$ cat src/design/sha1_pkg.sv
// ----------------------------------------------------------------------------
// sha1_pkg
// Shared types and constants for the SHA-1 digest engine: command and status
// groups exchanged by the controller, byte source codes, round phases.
// ----------------------------------------------------------------------------
package sha1_pkg;

    typedef logic [4:0][31:0] chain_t;

    localparam chain_t H_INIT = {32'hC3D2E1F0, 32'h10325476, 32'h98BADCFE,
                                 32'hEFCDAB89, 32'h67452301};

    localparam logic [5:0] LAST_POS    = 6'd63;
    localparam logic [5:0] PAD_END_POS = 6'd55;
    localparam logic [6:0] LAST_ROUND  = 7'd79;
    localparam logic [2:0] LAST_WORD   = 3'd4;

    typedef enum logic [1:0] {
        SEL_MSG  = 2'd0,
        SEL_PAD  = 2'd1,
        SEL_ZERO = 2'd2,
        SEL_LEN  = 2'd3
    } byte_sel_t;

    typedef enum logic [1:0] {
        PH_CH   = 2'd0,
        PH_PAR0 = 2'd1,
        PH_MAJ  = 2'd2,
        PH_PAR1 = 2'd3
    } phase_t;

    typedef struct packed {
        logic      load_byte;
        byte_sel_t byte_sel;
        logic      start_blk;
        logic      round;
        phase_t    phase;
        logic      finish_blk;
        logic      restart;
        logic      out_load;
    } sha1_cmd_t;

    typedef struct packed {
        logic [5:0] fill_pos;
        logic       out_busy;
    } sha1_stat_t;

endpackage

$ cat src/design/sha1_if.sv
// ----------------------------------------------------------------------------
// sha1_if
// Valid/ready channels of the SHA-1 engine: message bytes in, digest words out.
// ----------------------------------------------------------------------------
interface sha1_in_if;
    logic       valid;
    logic       ready;
    logic [7:0] data_byte;
    logic       has_byte;
    logic       last;

    modport source (output valid, data_byte, has_byte, last, input ready);
    modport sink   (input valid, data_byte, has_byte, last, output ready);
endinterface

interface sha1_out_if;
    logic        valid;
    logic        ready;
    logic [31:0] digest_word;
    logic [2:0]  word_index;
    logic        last_word;

    modport source (output valid, digest_word, word_index, last_word, input ready);
    modport sink   (input valid, digest_word, word_index, last_word, output ready);
endinterface

$ cat src/design/sha1_dp.sv
// ----------------------------------------------------------------------------
// sha1_dp
// Datapath: 512-bit message/schedule window, round registers a..e, chaining
// words, byte and fill counters. Driven by commands from the controller.
// ----------------------------------------------------------------------------
module sha1_dp
    import sha1_pkg::*;
(
    input  logic       clk,
    input  logic       rst_n,
    input  sha1_cmd_t  cmd,
    input  logic [7:0] data_byte,
    output logic [5:0] fill_pos,
    output chain_t     chain
);

    chain_t        chain_reg, chain_next;
    chain_t        work_reg, work_next;
    logic [511:0]  win_reg, win_next;
    logic [60:0]   byte_count_reg, byte_count_next;
    logic [5:0]    fill_reg, fill_next;

    logic [63:0]   len_bits;
    logic [7:0]    byte_val;
    logic [31:0]   w_cur;
    logic [31:0]   w_new;
    logic [31:0]   f_val;
    logic [31:0]   k_val;
    logic [31:0]   tmp;
    logic [31:0]   a, b, c, d, e;

    function automatic logic [31:0] round_k(phase_t ph);
        logic [31:0] k;
        unique case (ph)
            PH_CH:   k = 32'h5A827999;
            PH_PAR0: k = 32'h6ED9EBA1;
            PH_MAJ:  k = 32'h8F1BBCDC;
            PH_PAR1: k = 32'hCA62C1D6;
            default: k = 32'h5A827999;
        endcase
        return k;
    endfunction

    assign len_bits = {byte_count_reg, 3'b000};

    // length bytes go out big-endian, indexed by the low fill bits
    always_comb
    begin
        unique case (cmd.byte_sel)
            SEL_MSG:  byte_val = data_byte;
            SEL_PAD:  byte_val = 8'h80;
            SEL_ZERO: byte_val = 8'h00;
            SEL_LEN:  byte_val = len_bits[{~fill_reg[2:0], 3'b000} +: 8];
            default:  byte_val = 8'h00;
        endcase
    end

    assign a = work_reg[0];
    assign b = work_reg[1];
    assign c = work_reg[2];
    assign d = work_reg[3];
    assign e = work_reg[4];

    // window word 0 is w[t]; taps at 2, 8 and 13 give w[t+16]
    assign w_cur = win_reg[511:480];
    always_comb
    begin
        w_new = win_reg[95:64] ^ win_reg[255:224] ^ win_reg[447:416] ^ w_cur;
        w_new = {w_new[30:0], w_new[31]};
    end

    always_comb
    begin
        case (cmd.phase)
            PH_CH:   f_val = (b & c) | (~b & d);
            PH_MAJ:  f_val = (b & c) | (b & d) | (c & d);
            default: f_val = b ^ c ^ d;
        endcase
    end

    assign k_val = round_k(cmd.phase);
    assign tmp   = {a[26:0], a[31:27]} + f_val + e + k_val + w_cur;

    always_comb
    begin
        win_next = win_reg;
        if (cmd.load_byte)
            win_next = {win_reg[503:0], byte_val};
        else if (cmd.round)
            win_next = {win_reg[479:0], w_new};
    end

    always_comb
    begin
        work_next = work_reg;
        if (cmd.start_blk)
            work_next = chain_reg;
        else if (cmd.round)
            work_next = {d, c, {b[1:0], b[31:2]}, a, tmp};
    end

    always_comb
    begin
        chain_next = chain_reg;
        if (cmd.restart)
            chain_next = H_INIT;
        else if (cmd.finish_blk)
            for (int i = 0; i < 5; i++)
                chain_next[i] = chain_reg[i] + work_reg[i];
    end

    always_comb
    begin
        byte_count_next = byte_count_reg;
        fill_next       = fill_reg;
        if (cmd.restart)
        begin
            byte_count_next = '0;
            fill_next       = '0;
        end
        else if (cmd.load_byte)
        begin
            fill_next = fill_reg + 6'd1;
            if (cmd.byte_sel == SEL_MSG)
                byte_count_next = byte_count_reg + 61'd1;
        end
    end

    always_ff @(posedge clk or negedge rst_n)
    begin
        if (!rst_n)
        begin
            chain_reg      <= H_INIT;
            byte_count_reg <= '0;
            fill_reg       <= '0;
        end
        else
        begin
            chain_reg      <= chain_next;
            byte_count_reg <= byte_count_next;
            fill_reg       <= fill_next;
        end
    end

    always_ff @(posedge clk)
    begin
        win_reg  <= win_next;
        work_reg <= work_next;
    end

    assign fill_pos = fill_reg;
    assign chain    = chain_reg;

endmodule

$ cat src/design/sha1_ctrl.sv
// ----------------------------------------------------------------------------
// sha1_ctrl
// Controller: takes message bytes, sequences padding and length bytes,
// counts the 80 rounds of each block and hands the digest to the output stage.
// ----------------------------------------------------------------------------
module sha1_ctrl
    import sha1_pkg::*;
(
    input  logic          clk,
    input  logic          rst_n,
    sha1_in_if.sink       msg,
    input  sha1_stat_t    stat,
    output sha1_cmd_t     cmd
);

    typedef enum logic [6:0] {
        ST_IDLE  = 7'b0000001,
        ST_PAD   = 7'b0000010,
        ST_ZERO  = 7'b0000100,
        ST_LEN   = 7'b0001000,
        ST_ROUND = 7'b0010000,
        ST_FOLD  = 7'b0100000,
        ST_DONE  = 7'b1000000
    } state_t;

    state_t     state_reg, state_next;
    state_t     ret_reg, ret_next;
    logic [6:0] round_reg, round_next;

    assign msg.ready = (state_reg == ST_IDLE);

    always_comb
    begin
        cmd        = '0;
        cmd.byte_sel = SEL_MSG;
        if (round_reg < 7'd20)
            cmd.phase = PH_CH;
        else if (round_reg < 7'd40)
            cmd.phase = PH_PAR0;
        else if (round_reg < 7'd60)
            cmd.phase = PH_MAJ;
        else
            cmd.phase = PH_PAR1;

        state_next = state_reg;
        ret_next   = ret_reg;
        round_next = round_reg;

        unique case (state_reg)
            ST_IDLE:
            begin
                if (msg.valid)
                begin
                    if (msg.has_byte)
                    begin
                        cmd.load_byte = 1'b1;
                        if (stat.fill_pos == LAST_POS)
                        begin
                            cmd.start_blk = 1'b1;
                            state_next    = ST_ROUND;
                            ret_next      = msg.last ? ST_PAD : ST_IDLE;
                        end
                        else if (msg.last)
                            state_next = ST_PAD;
                    end
                    else if (msg.last)
                        state_next = ST_PAD;
                end
            end
            ST_PAD, ST_ZERO:
            begin
                cmd.load_byte = 1'b1;
                cmd.byte_sel  = (state_reg == ST_PAD) ? SEL_PAD : SEL_ZERO;
                if (stat.fill_pos == LAST_POS)
                begin
                    // no room for the length: finish this block, pad another
                    cmd.start_blk = 1'b1;
                    state_next    = ST_ROUND;
                    ret_next      = ST_ZERO;
                end
                else if (stat.fill_pos == PAD_END_POS)
                    state_next = ST_LEN;
                else
                    state_next = ST_ZERO;
            end
            ST_LEN:
            begin
                cmd.load_byte = 1'b1;
                cmd.byte_sel  = SEL_LEN;
                if (stat.fill_pos == LAST_POS)
                begin
                    cmd.start_blk = 1'b1;
                    state_next    = ST_ROUND;
                    ret_next      = ST_DONE;
                end
            end
            ST_ROUND:
            begin
                cmd.round = 1'b1;
                if (round_reg == LAST_ROUND)
                begin
                    round_next = '0;
                    state_next = ST_FOLD;
                end
                else
                    round_next = round_reg + 7'd1;
            end
            ST_FOLD:
            begin
                cmd.finish_blk = 1'b1;
                state_next     = ret_reg;
            end
            ST_DONE:
            begin
                // wait until the previous digest has fully drained
                if (!stat.out_busy)
                begin
                    cmd.out_load = 1'b1;
                    cmd.restart  = 1'b1;
                    state_next   = ST_IDLE;
                end
            end
            default:
                state_next = ST_IDLE;
        endcase
    end

    always_ff @(posedge clk or negedge rst_n)
    begin
        if (!rst_n)
        begin
            state_reg <= ST_IDLE;
            ret_reg   <= ST_IDLE;
            round_reg <= '0;
        end
        else
        begin
            state_reg <= state_next;
            ret_reg   <= ret_next;
            round_reg <= round_next;
        end
    end

endmodule

$ cat src/design/sha1_out.sv
// ----------------------------------------------------------------------------
// sha1_out
// Output stage: holds a finished digest and presents it as five words, h0
// first, so the core can take the next message while the receiver stalls.
// ----------------------------------------------------------------------------
module sha1_out
    import sha1_pkg::*;
(
    input  logic        clk,
    input  logic        rst_n,
    input  logic        load,
    input  chain_t      chain,
    output logic        busy,
    sha1_out_if.source  digest
);

    chain_t     buf_reg, buf_next;
    logic       valid_reg, valid_next;
    logic [2:0] idx_reg, idx_next;
    logic       take;

    assign take = valid_reg && digest.ready;

    always_comb
    begin
        buf_next   = buf_reg;
        valid_next = valid_reg;
        idx_next   = idx_reg;
        if (load)
        begin
            buf_next   = chain;
            valid_next = 1'b1;
            idx_next   = '0;
        end
        else if (take)
        begin
            buf_next = {32'h0, buf_reg[4:1]};
            if (idx_reg == LAST_WORD)
                valid_next = 1'b0;
            else
                idx_next = idx_reg + 3'd1;
        end
    end

    always_ff @(posedge clk or negedge rst_n)
    begin
        if (!rst_n)
        begin
            valid_reg <= 1'b0;
            idx_reg   <= '0;
        end
        else
        begin
            valid_reg <= valid_next;
            idx_reg   <= idx_next;
        end
    end

    always_ff @(posedge clk)
    begin
        buf_reg <= buf_next;
    end

    assign digest.valid       = valid_reg;
    assign digest.digest_word = buf_reg[0];
    assign digest.word_index  = idx_reg;
    assign digest.last_word   = (idx_reg == LAST_WORD);
    assign busy               = valid_reg;

endmodule

$ cat src/design/sha1_hash.sv
// ----------------------------------------------------------------------------
// sha1_hash
// SHA-1 digest engine, top level.
// ----------------------------------------------------------------------------
// msg carries one message byte per transaction (data_byte, has_byte, last).
// A transaction with has_byte low and last high ends the message; one with
// both low is ignored. digest returns five transactions per message, h0 to h4,
// with word_index and last_word marking the fifth.
// Bytes are taken one per cycle while the controller is idle; the 64th byte of
// a block starts an 80-round compression (one round per cycle on the shared
// round unit) followed by a fold into the chaining words, during which no bytes
// are taken. After last, padding and length bytes are inserted one per cycle up
// to the block end, taking one or two more compressions; after the final fold
// the done state loads the digest into the output register once it is free.
// The digest sits in an output register, so the next message is taken while
// the receiver stalls; only a second digest waits until the first has drained.
// Reset restores the initial chaining values and clears counters and valid.
// ----------------------------------------------------------------------------
module sha1_hash
    import sha1_pkg::*;
(
    input  logic        clk,
    input  logic        rst_n,
    sha1_in_if.sink     msg,
    sha1_out_if.source  digest
);

    sha1_cmd_t  cmd;
    sha1_stat_t stat;
    logic [5:0] fill_pos;
    logic       out_busy;
    chain_t     chain;

    assign stat.fill_pos = fill_pos;
    assign stat.out_busy = out_busy;

    sha1_ctrl u_ctrl (
        .clk   (clk),
        .rst_n (rst_n),
        .msg   (msg),
        .stat  (stat),
        .cmd   (cmd)
    );

    sha1_dp u_dp (
        .clk       (clk),
        .rst_n     (rst_n),
        .cmd       (cmd),
        .data_byte (msg.data_byte),
        .fill_pos  (fill_pos),
        .chain     (chain)
    );

    sha1_out u_out (
        .clk    (clk),
        .rst_n  (rst_n),
        .load   (cmd.out_load),
        .chain  (chain),
        .busy   (out_busy),
        .digest (digest)
    );

endmodule

$ cat src/flat_wrapper.sv
// flat-port wrapper written by rule: the top's interface ports become plain ports
module sha1_hash_flat import sha1_pkg::*;
  (clk, rst_n, msg_valid, msg_data_byte, msg_has_byte, msg_last, msg_ready, digest_valid, digest_digest_word, digest_word_index, digest_last_word, digest_ready);
  sha1_in_if msg_i ();
  sha1_out_if digest_i ();
  input  logic clk;
  input  logic rst_n;
  input wire logic [$bits(msg_i.valid)-1:0] msg_valid;
  input wire logic [$bits(msg_i.data_byte)-1:0] msg_data_byte;
  input wire logic [$bits(msg_i.has_byte)-1:0] msg_has_byte;
  input wire logic [$bits(msg_i.last)-1:0] msg_last;
  output wire logic [$bits(msg_i.ready)-1:0] msg_ready;
  output wire logic [$bits(digest_i.valid)-1:0] digest_valid;
  output wire logic [$bits(digest_i.digest_word)-1:0] digest_digest_word;
  output wire logic [$bits(digest_i.word_index)-1:0] digest_word_index;
  output wire logic [$bits(digest_i.last_word)-1:0] digest_last_word;
  input wire logic [$bits(digest_i.ready)-1:0] digest_ready;
  assign msg_i.valid = msg_valid;
  assign msg_i.data_byte = msg_data_byte;
  assign msg_i.has_byte = msg_has_byte;
  assign msg_i.last = msg_last;
  assign msg_ready = msg_i.ready;
  assign digest_valid = digest_i.valid;
  assign digest_digest_word = digest_i.digest_word;
  assign digest_word_index = digest_i.word_index;
  assign digest_last_word = digest_i.last_word;
  assign digest_i.ready = digest_ready;
  sha1_hash u_core (.clk(clk), .rst_n(rst_n), .msg(msg_i), .digest(digest_i));
endmodule
$ cat config.mk
export PLATFORM = sky130hd
export DESIGN_NAME = sha1_hash_flat
export DESIGN_NICKNAME = d
export VERILOG_FILES = /design/src/design/sha1_pkg.sv /design/src/design/sha1_if.sv /design/src/design/sha1_dp.sv /design/src/design/sha1_ctrl.sv /design/src/design/sha1_out.sv /design/src/design/sha1_hash.sv /design/src/flat_wrapper.sv
export SDC_FILE = /design/constraint.sdc
export NUM_CORES = 2
export LEC_CHECK = 0
export BUFFER_PORTS_ARGS = -buffer_cell sky130_fd_sc_hd__buf_2
export CAP_MARGIN = 25
export CORE_ASPECT_RATIO = 1.2
export CORE_MARGIN = 1.5
export CORE_UTILIZATION = 35
export CTS_BUF_LIST = sky130_fd_sc_hd__clkbuf_4
export CTS_CLUSTER_DIAMETER = 150
export DETAILED_ROUTE_END_ITERATION = 6
export SYNTH_ARGS = -nofsm -noshare
export SYNTH_HDL_FRONTEND = slang
export SYNTH_HIERARCHICAL = 1
export SYNTH_SLANG_ARGS = --single-unit
$ cat constraint.sdc
create_clock -name clk -period 10.5 [get_ports clk]
set_clock_uncertainty 0.2 [all_clocks]
set_input_delay 0.525 -clock clk [delete_from_list [all_inputs] [get_ports clk]]
set_output_delay 0.525 -clock clk [all_outputs]
set_load 0.01 [all_outputs]
==> results by group <==
STA
  – Final WS setup: between 2 and 3 ns
  – Relative slew slack: 25.5%
  – RSZ-0062 raised after global routing: false
  – Final Hold Vio Count: 0
  – Slew @ Worst Pin: 1.12 ns
  – Setup TNS: 0 ns
  – Fmax: 128 MHz
  – Final Cycle Share: 74.4%
  – Final setup violation count: 0
  – Post-layout min period: 7.82 ns
  – Slew Viols, Final: 0

Route
  – Initial DRC count: approximately 2700
  – Detailed Routing Iterations Pass 1: 6
  – Post-DR wirelength/cell: 19.8 um
  – Antenna-violating nets left: 0
  – Drt drc: 0
  – Vias per cell: 5.13
  – Via Count: a little under 40000
  – Drt total wl: between 150 and 200 mm

Run
  – Max-cap violations: 0

Hold path
  – Worst Hold Class: input port to flop

Clocking
  – CTS root buffer: clkbuf_4
  – H-tree levels: 5
  – CTS Sinks: 1081
  – Worst-path clk slew: approximately 0.06 ns
  – Max Root-Sink Buffers: 4
  – CTS Buf Count: 307
  – Post-CTS setup buffers: 0
  – CTS tree: built
  – Clk Latency, worst-skew pair: about 1.2 ns

Finish
  – Max reg flops: 512
  – Seq. cell area: 31300 um2
  – Fillers: 16321
  – Layout cell share with drive strength beyond 1: 24.9%
  – Layout Nets: 5470
  – Area Overhead vs Synth: 10.8%
  – Multi-input gate area: 26400 um2

Power
  – Leakage: 26.4 nW
  – Switching share of power: 32.3%
  – Part of the power in registers: 43.2%
  – Clock share of power: between 20% and 30%
  – Fraction of power consumed by combinational cells: 34.0%
  – Psw: 5.48 mW
  – VDD IR max: 302 uV
  – P_int: 11.5 mW
  – Power Density: ~250 nW/um2

Placement
  – Port bufs: 51
  – Setup Slack @ Placement: between 2 and 3 ns
  – Routability-driven placement congestion ratio: around 0.94
  – DP HPWL: 104 mm

Setup path
  – WP data arrival: about 8.5 ns
  – Max FO, Critical Path: 32
  – Crit path launch type: flop
  – CP max-delay cell: or2_2
  – Critical path class: flop to flop
  – CP bufs+invs: 4
  – CP Capture Type: flop
  – CP delay by family, top: adder cells
  – Critical Path RT: approximately 11 ns
  – Crit path largest cell delay: 0.77 ns

Die
  – Full die area: 174000 um2
  – Core Region: between 150000 and 200000 um2
  – Die Ht: roughly 460 um
  – Die Wd: 381 um
  – I/O pin count: 52
  – Row cnt: 166
  – Initial Util: a little over a third

Logic synthesis
  – Yosys warns: 6
  – Post-synth top flop: edfxtp_1
  – #FFs+latches synth: 1081
  – Post-synthesis sequential area ratio: 52.1%
  – Synth Cell Area: 60100 um2
  – Post-synth EDFFs: approximately 830
  – Mean Syn Cell Area: 12.2 um2
  – Syn Nets: 5280
  – Gate count after technology mapping: 4940
  – Post-synth cell types: 80
  – Async SR Flop Fraction: 23.0%

Global routing
  – First-pass GRT wire length: 232 mm
  – Antenna violations before repair: 5
  – Largest net degree at the start of global routing: just over 200
  – All-Layer GR Usage: 17.0%
  – Grt ovf: 0
  – Vias in the first global route: around 40000

Outcome
  – Status: finished clean
per-layer routing:
layer	wire length, um	vias to the layer above	GRT usage (%)
met5	0	-	0
met4	4950	0	6.83
met3	7550	276	3.22
met2	76000	1120	29.4
met1	62400	19370	20.8
li1	-	18350	-
repair_timing:
action                    4_1_cts  5_1_grt
gates resized for setup         0        0
hold buffers                   22        0
hold endpoints to repair      185        0
kinds of logic after synthesis:
kind of cell	count (synthesis)	synth area share, %
AOI/OAI and AO/OA	958	9.53
xor gates and xnor gates	314	4.57
muxes	710	14.0
DFF	1081	52.1
and+or+nand+nor	968	7.41
buffers and inverters	582	4.08
adders and majority gates	327	8.36
final timing paths:
| kind | cells after the start | end | from | slack (ns) |
|---|---|---|---|---|
| worst min register to register | 1 | u_core/u_out/buf_reg[107] | u_core/u_out/buf_reg[139] | 0.31 |
| max in group asynchronous | 5 | u_core/u_dp/byte_count_reg[8] | rst_n | 7.92 |
| worst max register to register | 25 | u_core/u_dp/a[31] | u_core/u_ctrl/round_reg[5] | 2.68 |
| worst max-delay path | 25 | u_core/u_dp/a[31] | u_core/u_ctrl/round_reg[5] | 2.68 |
| worst min-delay path | 6 | u_core/u_dp/win_reg[3] | msg_data_byte[3] | 0.20 |
| min in group asynchronous | 3 | u_core/u_dp/chain[116] | rst_n | 0.39 |
layout by cell type, fill, tap and decap left out, drive strengths merged, types with 77 or more instances in the layout:
cell type / Yosys / final
xor2: 102 / 102
buf: 71 / 98
dfrtp: 167 / 167
fa: 125 / 125
xnor2: 212 / 212
inv: 342 / 347
a21o: 94 / 94
nor2: 247 / 247
mux2: 620 / 620
mux2i: 77 / 77
clkbuf: 167 / 470
o21ai: 364 / 364
nand2: 389 / 389
edfxtp: 832 / 832
a21oi: 240 / 240
ha: 201 / 201
dfstp: 82 / 82
layout make-up:
cell class	instances	area share, %
Antenna cell	5	0.0188
Inverter	344	1.95
Tap cell	2268	4.26
Clock buffer	470	5.30
Clock inverter	64	0.417
Timing Repair Buffer	119	1.41
Sequential cell	1081	47.0
Multi-Input combinational cell	3277	39.6
worst register-to-register path, stage by stage (launching register included):
cell	delay (ns)
dfrtp_1	0.39
inv_1	0.12
maj3_1	0.37
a221o_1	0.40
inv_1	0.11
ha_1	0.61
or2_2	0.77
o22ai_1	0.19
a21oi_1	0.19
fa_1	0.46
fa_1	0.49
fa_1	0.50
inv_1	0.04
ha_1	0.20
inv_1	0.09
fa_1	0.22
nor2b_1	0.07
o31a_1	0.28
o311ai_0	0.41
nand3_1	0.34
a311oi_1	0.38
nor3_1	0.13
a21o_1	0.19
a21oi_1	0.18
xnor2_1	0.13
o21ai_0	0.08
cell usage after synthesis, types with 9 or more instances:
master | instances | area share [%]
ha_1 | 201 | 4.2
edfxtp_1 | 832 | 42
mux2_2 | 527 | 9.9
mux2i_1 | 77 | 1.3
and4_1 | 9 | 0.13
and3_1 | 24 | 0.25
a21oi_1 | 240 | 2.0
buf_6 | 16 | 0.30
o21ai_0 | 364 | 3.0
nor2_1 | 245 | 1.5
nand3_1 | 67 | 0.56
o21a_1 | 23 | 0.29
nor4_1 | 16 | 0.17
mux2_4 | 93 | 2.3
o22ai_1 | 34 | 0.35
xor2_1 | 102 | 1.5
nand2_1 | 389 | 2.4
nand2b_1 | 28 | 0.29
a31o_2 | 9 | 0.13
fa_1 | 125 | 4.2
nand4_1 | 30 | 0.31
a211oi_1 | 32 | 0.40
or3_1 | 24 | 0.25
buf_1 | 12 | 0.075
inv_1 | 342 | 2.1
dfrtp_1 | 167 | 7.0
buf_4 | 35 | 0.44
a211o_1 | 23 | 0.34
xnor2_1 | 212 | 3.1
clkbuf_1 | 167 | 1.0
and2_1 | 38 | 0.40
o21bai_1 | 28 | 0.35
nor2b_1 | 28 | 0.29
nor3_1 | 34 | 0.28
o31ai_1 | 11 | 0.14
o211ai_1 | 19 | 0.24
a31oi_1 | 21 | 0.22
a21o_1 | 94 | 1.2
dfstp_2 | 82 | 3.6
mux4_2 | 13 | 0.49
power groups by stage:
stage	clock network, mW	registers [mW]	logic [mW]
floorplan	0	7.33	4.62
global placement	0	7.40	5.66
detailed placement	0	7.42	5.75
CTS	4.01	7.34	5.80
global route	4.23	7.47	6.37
finish	3.86	7.32	5.77
through the flow:
stage               power (mW)  area (um2)  hold slack, ns  utilization [%]  std cells
floorplan                 11.9       60100          0.0294                -       4940
global placement          13.1       62500           0.293             36.7       7064
CTS                       17.2       66600          0.0246             39.0       7622
detailed placement        13.2       62500           0.301             36.7       7066
global route              18.1       66600           0.150             39.1       7627
finish                    16.9       66600           0.200             39.1       7628
Power figures use the tool's default switching activity.
